`src/design/gsl_pkg.sv`:
```
// Shared types and constants for the golden-section line search unit.
// No dependencies; imported by gsl_golden_pt and golden_section_line_search_unit.
`default_nettype none

package gsl_pkg;

  // Search phase: which point the next error measurement belongs to
  typedef enum logic [1:0] {
    PH_WAIT_A = 2'd0,
    PH_WAIT_D = 2'd1,
    PH_WAIT_C = 2'd2,
    PH_WAIT_B = 2'd3
  } phase_t;

  // 1/phi as an unsigned Q0.32 fraction
  localparam logic [31:0] INV_PHI_Q32 = 32'h9E3779B9;

  // Register indexes on the configuration port
  localparam logic [1:0] REG_STEP_LOW     = 2'd0;
  localparam logic [1:0] REG_STEP_HIGH    = 2'd1;
  localparam logic [1:0] REG_STOP_GAP     = 2'd2;
  localparam logic [1:0] REG_SEARCH_TOTAL = 2'd3;

  // Reset values of the registers
  localparam logic [31:0] STEP_LOW_RST     = 32'd0;
  localparam logic [31:0] STEP_HIGH_RST    = 32'd4294967;
  localparam logic [31:0] STOP_GAP_RST     = 32'd4295;
  localparam logic [15:0] SEARCH_TOTAL_RST = 16'd1000;

  // Result kinds
  localparam logic KIND_EVAL = 1'b0;
  localparam logic KIND_MOVE = 1'b1;

endpackage : gsl_pkg

`default_nettype wire

```
`src/design/gsl_golden_pt.sv`:
```
// Golden-ratio interior point lo + floor((hi - lo) / phi), truncated.
// Depends on gsl_pkg for the 1/phi constant.
`default_nettype none

module gsl_golden_pt #(
  parameter int STEP_BITS = 32
) (
  input  wire logic [STEP_BITS-1:0] lo,
  input  wire logic [STEP_BITS-1:0] hi,
  output logic      [STEP_BITS-1:0] pt
);
  import gsl_pkg::*;

  localparam int PROD_W = STEP_BITS + 32;

  logic [STEP_BITS-1:0] span;
  logic [PROD_W-1:0]    prod;

  // Reversed bracket counts as an empty span
  assign span = (hi > lo) ? (hi - lo) : '0;
  assign prod = PROD_W'(span) * PROD_W'(INV_PHI_Q32);
  assign pt   = lo + prod[PROD_W-1:32];

endmodule : gsl_golden_pt

`default_nettype wire

```
`src/design/golden_section_line_search_unit.sv`:
```
// Top level of the golden-section line search unit: request channels,
// configuration registers, search state and result register.
// Depends on gsl_pkg and gsl_golden_pt.
`default_nettype none

// Each search starts with the error measured at step_low. Every accepted
// error request answers with exactly one result request: either an evaluate
// request (result_kind 0) for the next step to measure - step_high, then the
// two golden-ratio interior points, then one new interior point per narrowing
// round - or, once the interior gap is no larger than stop_gap, a move
// (result_kind 1) to the first of the four bracket points whose error is no
// greater than the others. all_done flags the move that completes search
// number search_total, after which the count restarts. The unit takes one
// request per cycle while results are taken, passing an input register, then one
// pass of logic into the result register. The longest path is the error
// compare that picks the bracket end, followed by the span subtract, the
// STEP_BITS x 32 multiply by 1/phi and the final add. step_low and step_high
// are sampled when a search starts; stop_gap is read at every gap test.
// Configuration writes are expected only while the unit is idle.

module golden_section_line_search_unit #(
  parameter int STEP_BITS  = 32,
  parameter int ERROR_BITS = 32
) (
  input  wire logic                  clk,
  input  wire logic                  rst_n,
  // error measurement requests
  input  wire logic                  in_valid,
  output logic                       in_ready,
  input  wire logic [ERROR_BITS-1:0] in_measured_error,
  // evaluate / move results
  output logic                       out_valid,
  input  wire logic                  out_ready,
  output logic      [STEP_BITS-1:0]  out_step_value,
  output logic                       out_result_kind,
  output logic                       out_all_done,
  // configuration port
  input  wire logic                  psel,
  input  wire logic                  penable,
  input  wire logic                  pwrite,
  input  wire logic [3:0]            paddr,
  input  wire logic [31:0]           pwdata,
  output logic      [31:0]           prdata,
  output logic                       pready
);
  import gsl_pkg::*;

  localparam int GAP_W = (STEP_BITS > 32) ? STEP_BITS : 32;

  // ---------------------------------------------------------------------------
  // Configuration registers
  // ---------------------------------------------------------------------------
  logic [STEP_BITS-1:0] step_low_r, step_high_r;
  logic [31:0]          stop_gap_r;
  logic [15:0]          search_total_r;
  logic                 cfg_wr;
  logic [1:0]           cfg_idx;

  assign pready  = 1'b1;
  assign cfg_idx = paddr[3:2];
  assign cfg_wr  = psel && penable && pwrite && pready;

  always_ff @(posedge clk) begin
    if (!rst_n) begin
      step_low_r     <= STEP_BITS'(STEP_LOW_RST);
      step_high_r    <= STEP_BITS'(STEP_HIGH_RST);
      stop_gap_r     <= STOP_GAP_RST;
      search_total_r <= SEARCH_TOTAL_RST;
    end else if (cfg_wr) begin
      case (cfg_idx)
        REG_STEP_LOW:     step_low_r     <= STEP_BITS'(pwdata);
        REG_STEP_HIGH:    step_high_r    <= STEP_BITS'(pwdata);
        REG_STOP_GAP:     stop_gap_r     <= pwdata;
        REG_SEARCH_TOTAL: search_total_r <= pwdata[15:0];
        default: ;
      endcase
    end
  end

  // Read back: widen or cut to the 32-bit bus
  always_comb begin
    case (cfg_idx)
      REG_STEP_LOW:     prdata = 32'(step_low_r);
      REG_STEP_HIGH:    prdata = 32'(step_high_r);
      REG_STOP_GAP:     prdata = stop_gap_r;
      REG_SEARCH_TOTAL: prdata = {16'd0, search_total_r};
      default:          prdata = '0;
    endcase
  end

  // ---------------------------------------------------------------------------
  // Input register and result register handshake
  // ---------------------------------------------------------------------------
  logic                  inq_valid_r;
  logic [ERROR_BITS-1:0] inq_err_r;
  logic                  out_valid_r;
  logic                  adv;

  // Advance when an error is held and the result slot is free or being taken
  assign adv      = inq_valid_r && (!out_valid_r || out_ready);
  assign in_ready = !inq_valid_r || adv;

  always_ff @(posedge clk) begin
    if (!rst_n) begin
      inq_valid_r <= 1'b0;
      out_valid_r <= 1'b0;
    end else begin
      if (in_ready) inq_valid_r <= in_valid;
      if (adv) begin
        out_valid_r <= 1'b1;
      end else if (out_ready) begin
        out_valid_r <= 1'b0;
      end
    end
  end

  always_ff @(posedge clk) begin
    if (in_valid && in_ready) inq_err_r <= in_measured_error;
  end

  // ---------------------------------------------------------------------------
  // Search state
  // ---------------------------------------------------------------------------
  phase_t                phase_r, phase_nxt;
  logic                  refining_r, refining_nxt;
  logic [STEP_BITS-1:0]  a_step_r, b_step_r, c_step_r, d_step_r;
  logic [STEP_BITS-1:0]  a_step_nxt, b_step_nxt, c_step_nxt, d_step_nxt;
  logic [ERROR_BITS-1:0] a_err_r, b_err_r, c_err_r, d_err_r;
  logic [ERROR_BITS-1:0] a_err_nxt, b_err_nxt, c_err_nxt, d_err_nxt;
  logic [15:0]           searches_r, searches_nxt;

  // Errors of B and C as seen in this round (fresh measurement wins)
  logic [ERROR_BITS-1:0] b_err_eff, c_err_eff;
  logic                  narrowing, drop_a, gap_ok, move;
  logic [STEP_BITS-1:0]  c_gap;
  logic [15:0]           count;
  logic                  last_search;
  logic [STEP_BITS-1:0]  g_lo, g_hi, g_pt;

  logic [STEP_BITS-1:0]  step_res;
  logic                  kind_res, done_res;

  assign narrowing = (phase_r == PH_WAIT_B) || ((phase_r == PH_WAIT_C) && refining_r);
  assign b_err_eff = (phase_r == PH_WAIT_B) ? inq_err_r : b_err_r;
  assign c_err_eff = (phase_r == PH_WAIT_C) ? inq_err_r : c_err_r;
  assign c_gap     = (c_step_r > b_step_r) ? (c_step_r - b_step_r) : '0;
  assign gap_ok    = GAP_W'(c_gap) <= GAP_W'(stop_gap_r);
  assign drop_a    = b_err_eff > c_err_eff;
  assign move      = narrowing && gap_ok;

  assign count       = searches_r + 16'd1;
  assign last_search = count >= search_total_r;

  // Pick the bracket whose interior point is asked for next
  always_comb begin
    g_lo = a_step_r;
    g_hi = d_step_r;
    if (narrowing) begin
      if (drop_a) begin
        g_lo = b_step_r;
      end else begin
        g_hi = b_step_r;
      end
    end else if (phase_r == PH_WAIT_C) begin
      g_hi = c_step_r;
    end
  end

  gsl_golden_pt #(
    .STEP_BITS (STEP_BITS)
  ) u_golden (
    .lo (g_lo),
    .hi (g_hi),
    .pt (g_pt)
  );

  // Next phase
  always_comb begin
    case (phase_r)
      PH_WAIT_A: phase_nxt = PH_WAIT_D;
      PH_WAIT_D: phase_nxt = PH_WAIT_C;
      PH_WAIT_C,
      PH_WAIT_B: begin
        if (!narrowing) begin
          phase_nxt = PH_WAIT_B;
        end else if (move) begin
          phase_nxt = PH_WAIT_A;
        end else if (drop_a) begin
          phase_nxt = PH_WAIT_C;
        end else begin
          phase_nxt = PH_WAIT_B;
        end
      end
      default: phase_nxt = PH_WAIT_A;
    endcase
  end

  // Bracket update and result
  always_comb begin
    a_step_nxt   = a_step_r;
    b_step_nxt   = b_step_r;
    c_step_nxt   = c_step_r;
    d_step_nxt   = d_step_r;
    a_err_nxt    = a_err_r;
    b_err_nxt    = b_err_r;
    c_err_nxt    = c_err_r;
    d_err_nxt    = d_err_r;
    refining_nxt = refining_r;
    searches_nxt = searches_r;
    step_res     = g_pt;
    kind_res     = KIND_EVAL;
    done_res     = 1'b0;
    case (phase_r)
      PH_WAIT_A: begin
        a_err_nxt    = inq_err_r;
        a_step_nxt   = step_low_r;
        d_step_nxt   = step_high_r;
        refining_nxt = 1'b0;
        step_res     = step_high_r;
      end
      PH_WAIT_D: begin
        d_err_nxt  = inq_err_r;
        c_step_nxt = g_pt;
      end
      PH_WAIT_C,
      PH_WAIT_B: begin
        b_err_nxt = b_err_eff;
        c_err_nxt = c_err_eff;
        if (!narrowing) begin
          b_step_nxt = g_pt;
        end else if (gap_ok) begin
          // Move to the first point whose error is no greater than the rest
          refining_nxt = 1'b0;
          kind_res     = KIND_MOVE;
          done_res     = last_search;
          searches_nxt = last_search ? 16'd0 : count;
          if (a_err_r <= b_err_eff && a_err_r <= c_err_eff && a_err_r <= d_err_r) begin
            step_res = a_step_r;
          end else if (b_err_eff <= a_err_r && b_err_eff <= c_err_eff &&
                       b_err_eff <= d_err_r) begin
            step_res = b_step_r;
          end else if (c_err_eff <= a_err_r && c_err_eff <= b_err_eff &&
                       c_err_eff <= d_err_r) begin
            step_res = c_step_r;
          end else begin
            step_res = d_step_r;
          end
        end else if (drop_a) begin
          // Drop A: shift B into A, C into B, ask for a new C
          refining_nxt = 1'b1;
          a_step_nxt   = b_step_r;
          a_err_nxt    = b_err_eff;
          b_step_nxt   = c_step_r;
          b_err_nxt    = c_err_eff;
          c_step_nxt   = g_pt;
        end else begin
          // Drop D: shift C into D, B into C, ask for a new B
          refining_nxt = 1'b1;
          d_step_nxt   = c_step_r;
          d_err_nxt    = c_err_eff;
          c_step_nxt   = b_step_r;
          c_err_nxt    = b_err_eff;
          b_step_nxt   = g_pt;
        end
      end
      default: ;
    endcase
  end

  always_ff @(posedge clk) begin
    if (!rst_n) begin
      phase_r    <= PH_WAIT_A;
      refining_r <= 1'b0;
      searches_r <= '0;
      a_step_r   <= '0;
      b_step_r   <= '0;
      c_step_r   <= '0;
      d_step_r   <= '0;
      a_err_r    <= '0;
      b_err_r    <= '0;
      c_err_r    <= '0;
      d_err_r    <= '0;
    end else if (adv) begin
      phase_r    <= phase_nxt;
      refining_r <= refining_nxt;
      searches_r <= searches_nxt;
      a_step_r   <= a_step_nxt;
      b_step_r   <= b_step_nxt;
      c_step_r   <= c_step_nxt;
      d_step_r   <= d_step_nxt;
      a_err_r    <= a_err_nxt;
      b_err_r    <= b_err_nxt;
      c_err_r    <= c_err_nxt;
      d_err_r    <= d_err_nxt;
    end
  end

  // Result register: hold while the consumer stalls
  logic [STEP_BITS-1:0] out_step_r;
  logic                 out_kind_r, out_done_r;

  always_ff @(posedge clk) begin
    if (adv) begin
      out_step_r <= step_res;
      out_kind_r <= kind_res;
      out_done_r <= done_res;
    end
  end

  assign out_valid       = out_valid_r;
  assign out_step_value  = out_step_r;
  assign out_result_kind = out_kind_r;
  assign out_all_done    = out_done_r;

`ifndef SYNTHESIS
  // The done flag only ever rides on a move
  a_done_on_move: assert property (@(posedge clk) disable iff (!rst_n)
    out_valid_r && out_done_r |-> out_kind_r == KIND_MOVE)
    else $error("all_done raised on an evaluate request");

  // A move always returns the search to waiting for the low end error
  a_move_restarts: assert property (@(posedge clk) disable iff (!rst_n)
    adv && move |=> phase_r == PH_WAIT_A && !refining_r)
    else $error("search did not restart after a move");

  // Narrowing rounds only live in the interior phases
  a_refining_phase: assert property (@(posedge clk) disable iff (!rst_n)
    refining_r |-> (phase_r == PH_WAIT_C || phase_r == PH_WAIT_B))
    else $error("refining set outside the interior phases");

  // A held error with a stalled result must block new requests
  a_stall_blocks: assert property (@(posedge clk) disable iff (!rst_n)
    inq_valid_r && out_valid_r && !out_ready |-> !in_ready)
    else $error("request accepted while both registers are full");
`endif

endmodule : golden_section_line_search_unit

`default_nettype wire

```
`config.mk`:
```
export PLATFORM = sky130hd
export DESIGN_NAME = golden_section_line_search_unit
export DESIGN_NICKNAME = d
export VERILOG_FILES = /design/src/design/gsl_pkg.sv /design/src/design/gsl_golden_pt.sv /design/src/design/golden_section_line_search_unit.sv
export SDC_FILE = /design/constraint.sdc
export NUM_CORES = 2
export LEC_CHECK = 0
export ABC_AREA = 0
export BUFFER_PORTS_ARGS = -buffer_cell sky130_fd_sc_hd__clkbuf_2
export CAP_MARGIN = 0
export CORE_MARGIN = 3
export CORE_UTILIZATION = 33
export DETAILED_ROUTE_END_ITERATION = 10
export SLEW_MARGIN = 20
export SYNTH_ARGS = -nofsm -noshare
export SYNTH_HDL_FRONTEND = slang
export SYNTH_SLANG_ARGS = --single-unit
```
`constraint.sdc`:
```
create_clock -name clk -period 19.4 [get_ports clk]
set_input_delay 2.91 -clock clk [delete_from_list [all_inputs] [get_ports clk]]
set_output_delay 2.91 -clock clk [all_outputs]
set_load 0.005 [all_outputs]
```
---- Word-level counts from Yosys, hierarchy flattened ----
Index checks and enable logic that the tools add are counted.
storage, ports and cells
  register bits after elaboration ......... 455
  latch bits .............................. 0
  memory bits (writable) .................. 0
  bits in read-only memories .............. 0
  word-level logic and storage cells ...... 143
  memories ................................ 0
operators by class
  $add $sub $neg .......................... 4
  $mul .................................... 1
  divide/modulo/power cells ............... 0
  $lt $le $gt $ge ......................... 14
  equal/unequal tests ..................... 11
  shift-type cells ........................ 0
  mux-type cells .......................... 54
  bitwise operators ....................... 0
  reductions and logical operators ........ 38
operators by type and width
  kind                      number
  $mux W32                  36
  $pmux W32 S2              6
  $le A32 B32 Y1            10
  $pmux W32 S4              1
  $gt A32 B32 Y1            3
  $mul A32 B32 Y64 const B  1
  $sub A32 B32 Y32          2
  $add A32 B32 Y32          1
  $add A16 B1 Y16 const B   1
  $ge A16 B16 Y1            1
  $mux W16                  1
  $reduce_and A5 Y1         3
  $logic_and A1 B1 Y1       12
  $reduce_and A2 Y1         6
  $reduce_and A4 Y1         3
  $ne A2 B2 Y1 const B      5
  $reduce_and A3 Y1         3
  $eq A2 B2 Y1 const B      4
  $mux W1                   6
  $pmux W2 S3               1
  $reduce_bool A2 Y1        3
  $eq A2 B1 Y1 const B      2
  $logic_not A2 Y1          2
  $mux W2                   2
  4 further kinds           7

---- Depth between registers and ports, before layout ----
  word-level depth ........................ 13
  mapped depth ............................ 73

---- Hierarchy ----
A second synthesis with hierarchy kept.
second synthesis, totals
  cells, all modules ...................... 6,037
  area, all modules ....................... 53,038.4 µm²
modules (own cells, without submodules)
  module                           instances  cells each  area each (µm²)  seq. area each (µm²)
  golden_section_line_search_unit  1          3,533       29,907.4         9,769.4
  gsl_golden_pt                    1          2,504       23,130.9         0.0

---- Least setup slack after synthesis ----
OpenSTA, ideal clock, no wires.
  path kind ............................... register to register
  from .................................... reg phase_r[1]
  to ...................................... reg out_step_r[30], in the netlist out_step_value[30], data pin
  library setup time ...................... 0.275 ns
  arrival time ............................ 15.187 ns
  data required time ...................... 19.125 ns
  slack ................................... 3.938 ns
  cell stages (with the launch flop) ...... 67
  buffers on the path ..................... 7
  clock period less this slack ............ 15.462 ns
  cell sequence ........................... dfxtp_1 > clkbuf_1 > inv_1 > nor2_1 > clkbuf_1 > mux2i_1 > inv_1 > ha_1 > or4_1 > a2111oi_2 > o211a_1 > o21a_1 > buf_4 > buf_2 > a21oi_1 > clkbuf_1 > o21ai_0 > ha_1 > [... 31 more ...] > a211o_1 > and4b_1 > a21oi_1 > a21oi_1 > a21oi_1 > a21o_1 > a21o_1 > a21oi_1 > xnor2_1 > ha_1 > a21o_1 > a31o_2 > nor4_1 > o31ai_1 > o21a_1 > o31ai_1 > xor2_1 > o221ai_1
between the ends
  word-level cells in the longest chain between the ends .. 12
ends and longest elaborated chain
  item                                                       line                                                                            RTL
  start: declaration                                         golden_section_line_search_unit.sv:124                                          phase_t phase_r, phase_nxt;
  start signal: assignment                                   golden_section_line_search_unit.sv:284                                          phase_r <= phase_nxt;
  $eq A2 B2 Y1, on equally long branches                     n/a
  $mux W32, on equally long branches                         golden_section_line_search_unit.sv:144, golden_section_line_search_unit.sv:145
  $gt A32 B32 Y1                                             golden_section_line_search_unit.sv:148                                          assign drop_a = b_err_eff > c_err_eff;
  $mux W32, on equally long branches                         n/a
  $mux W32                                                   golden_section_line_search_unit.sv:158                                          if (narrowing) begin
  $sub A32 B32 Y32 / $gt A32 B32 Y1 (equally long branches)  gsl_golden_pt.sv:20                                                             assign span = (hi > lo) ? (hi - lo) : '0;
  $mux W32                                                   gsl_golden_pt.sv:20
  $mul A32 B32 Y64                                           gsl_golden_pt.sv:21                                                             assign prod = PROD_W'(span) * PROD_W'(INV_PHI_Q32);
  $add A32 B32 Y32                                           gsl_golden_pt.sv:22                                                             assign pt = lo + prod[PROD_W-1:32];
  $mux W32                                                   golden_section_line_search_unit.sv:231                                          end else if (gap_ok) begin
  $mux W32                                                   golden_section_line_search_unit.sv:229                                          if (!narrowing) begin
  $pmux W32 S2 *                                             golden_section_line_search_unit.sv:213                                          case (phase_r)
  via step_res[30]                                           golden_section_line_search_unit.sv:140                                          logic [STEP_BITS-1:0] step_res;
  end signal: assignment                                     golden_section_line_search_unit.sv:304                                          out_step_r <= step_res;
  end: declaration                                           golden_section_line_search_unit.sv:299                                          logic [STEP_BITS-1:0] out_step_r;
The timed path passes the listed nets; every way through them passes the cells marked *.
A chain may end at the register's enable or synchronous reset.

---- Worst setup path after layout ----
  from .................................... reg phase_r[1]
  to ...................................... reg out_step_r[26], in the netlist out_step_value[26], data pin
The elaborated chain is that of the path after synthesis.

==> results_dict.tcl <==
set metrics [dict create \
    status "finished, final reports clean" \
    max_slew_margin_pct 21.8 \
    grt_pass1_wl_um 264000 \
    fin_crit_sh_pct 95.5 \
    drtPass1Iterations 7 \
    drt_iter0_drc 3560 \
    cts_sinks 455 \
    hpwl_um 136000 \
    synth-main-ff-cell "dfxtp_1" \
    cts-hold-fix-buffers 0 \
    dieArea_sq_mm 0.164 \
    tritoncts "yes" \
    route.vias.total 43501 \
    htreeDepth 2 \
    async_flop_share_pct 0 \
    die_h_um 405 \
    globalplace.congestion 0.952 \
    synth_nets 7343 \
    synth_area_leaders "fa_1, ha_1, dfxtp_1, inv_1, nand2_1" \
    worstPathMaxFanout 26 \
    avgSynthCellArea_sq_um 8.66 \
    startpoint_type "flop" \
    port_buffers 140 \
    netlist_area_sq_mm 0.0525 \
    overflow 0 \
    crit_type "flop to flop" \
    syn2layout_area_growth_pct 8.97 \
    synth_edf_count 66 \
    fin_crit_ns 18.52 \
    skew_ns 0.0254 \
    yosys.area.top_type_share_pct 18.2 \
    setup_viol 0 \
    worst_pin_slew_ns 1.16 \
    cpMaxStageDelayCell "dfxtp_4" \
    setup_tns_ns 0 \
    clk_path_buf_depth 3 \
    grt_max_degree 171 \
    min_path_type "flop to flop" \
    start_util_pct 33.4 \
    clk_pin_slew_ns 0.07 \
    drv_cap 0 \
    netlist_instances 6058 \
    cts_made_buffers 50 \
    ys_ff_latch 455 \
    yosysUniqueCellTypes 85 \
    yosys.area.top_type "fa_1" \
    antenna_found_initial 7 \
    synth_seq_area_share_pct 18.6 \
    vias_per_cell 5.32 \
    first_global_vias 43449 \
    crit_path_max_incr_delay_ns 0.64 \
    yosysMostFrequentCell "inv_1" \
    clock_latency_ns 0.63 \
    cp.arrival_ns 18.86 \
    grt_use_total_pct 20.7 \
    worstSetupEndpointType "flop" \
    clockRootBuffer "clkbuf_16" \
    drcViolationCount 0 \
    die_w_um 405 \
    fmax_mhz 54.0 \
    rsz0062_at_grt "no" \
    ff2ff_setup_slack_ns 0.88 \
    drive_gt1_share_pct 6.32 \
    ys_warn_count 0 \
    drt_wl_total_um 172000 \
    io-pin-count 144 \
    critPathRequiredTime_ns 19.74 \
    ant_nets 0 \
    num_rows 145 \
    coreArea_sq_mm 0.157 \
    fin_nets 7355 \
    hold_viol 0 \
    synth_common_cells "inv_1, ha_1, nand2_1, fa_1, dfxtp_1" \
    drv_slew 0 \
    wire_per_inst_um 21.0 \
]
cells by family (layout without fill, tap and decap cells):
logic type                 after synthesis  count (layout)  share of synthesized area (%)
DFF                                    455             455                           18.6
AOI/OAI and AO/OA                     1417            1417                           18.4
adders and majority gates             1211            1211                           35.7
other                                    1               4                        0.00715
muxes                                  169             169                           3.64
xor gates and xnor gates               142             142                           2.37
and+or+nand+nor                       1392            1392                           12.0
buffers and inverters                 1271            1325                           9.26
routing by layer:
metal | GRT usage, % | share of wire (%) | routed length (um)
met1 | 28.9 | 45 | 77800
met2 | 32.7 | 44 | 75700
met3 | 3.22 | 7.1 | 12200
met4 | 6.65 | 3.5 | 5960
met5 | 0 | 0 | 0
cells in the final DEF, fill, tap and decap left out, types with 167 or more instances in the layout:
master / synthesis / final
inv_1: 1012 / 1010
ha_1: 733 / 733
nand2_1: 673 / 670
fa_1: 477 / 477
dfxtp_1: 389 / 388
a21oi_1: 322 / 319
nor2_1: 266 / 256
a21boi_0: 177 / 177
a21o_1: 175 / 174
o21ai_0: 167 / 167
worst max-delay path: cells and delay by family, from the launching register on:
family / cells / cell delay, ns
flip-flops: 1 / 0.64
buffers and inverters: 14 / 2.58
AND/OR/NAND/NOR: 14 / 3.09
AO/OA/AOI/OAI: 22 / 5.35
adder cells (fa/ha/maj): 12 / 5.33
XOR/XNOR: 2 / 0.85
multiplexers: 1 / 0.34
through the flow:
stage | worst slack [ns] | instances | hold WS, ns | utilization, % | instance area [sq um]
after floorplan | 3.94 | 6058 | 0.438 | - | 52500
after global placement | 1.02 | 8074 | 0.450 | 35.3 | 55400
after detailed placement | 0.884 | 8074 | 0.458 | 35.3 | 55400
after CTS | 0.777 | 8168 | 0.465 | 36.3 | 57100
after global routing | 0.0813 | 8170 | 0.482 | 36.4 | 57200
final | 0.881 | 8173 | 0.463 | 36.4 | 57200
registers in the layout, summed over array words and instances, names as in the netlist:
register / cells
refining_r: 1
step_high_r: 32
inq_err_r: 32
a_step_r: 32
c_step_r: 32
out_all_done: 1
step_low_r: 32
stop_gap_r: 32
a_err_r: 32
inq_valid_r: 1
out_valid: 1
d_step_r: 32
d_err_r: 32
out_result_kind: 1
search_total_r: 16
c_err_r: 32
phase_r: 2
b_step_r: 32
b_err_r: 32
out_step_value: 32
searches_r: 16
what timing repair did:
action	4_1_cts	5_1_grt
buffers inserted	0	1
endpoints found under the setup margin	0	4
resized for setup	0	3
final timing paths:
kind,start,to,cells after the start
setup / recovery,phase_r[1],out_step_value[26],65
hold / removal,b_err_r[20],b_err_r[20],2
setup reg to reg,phase_r[1],out_step_value[26],65
hold reg to reg,b_err_r[20],b_err_r[20],2
cell type report:
cell class              count  area (sq um)
repair buffers            217          1350
multi-input cells        4332         38000
well taps                2058          2570
fillers                 16226        100000
clock buffers              71          1410
inverters                1014          3810
flip-flops and latches    455          9770
diodes                      3          7.51
clock inverters            23           274
Power is not shown: default switching activity piles up to over one toggle a cycle in this logic, so the estimate is an artifact.
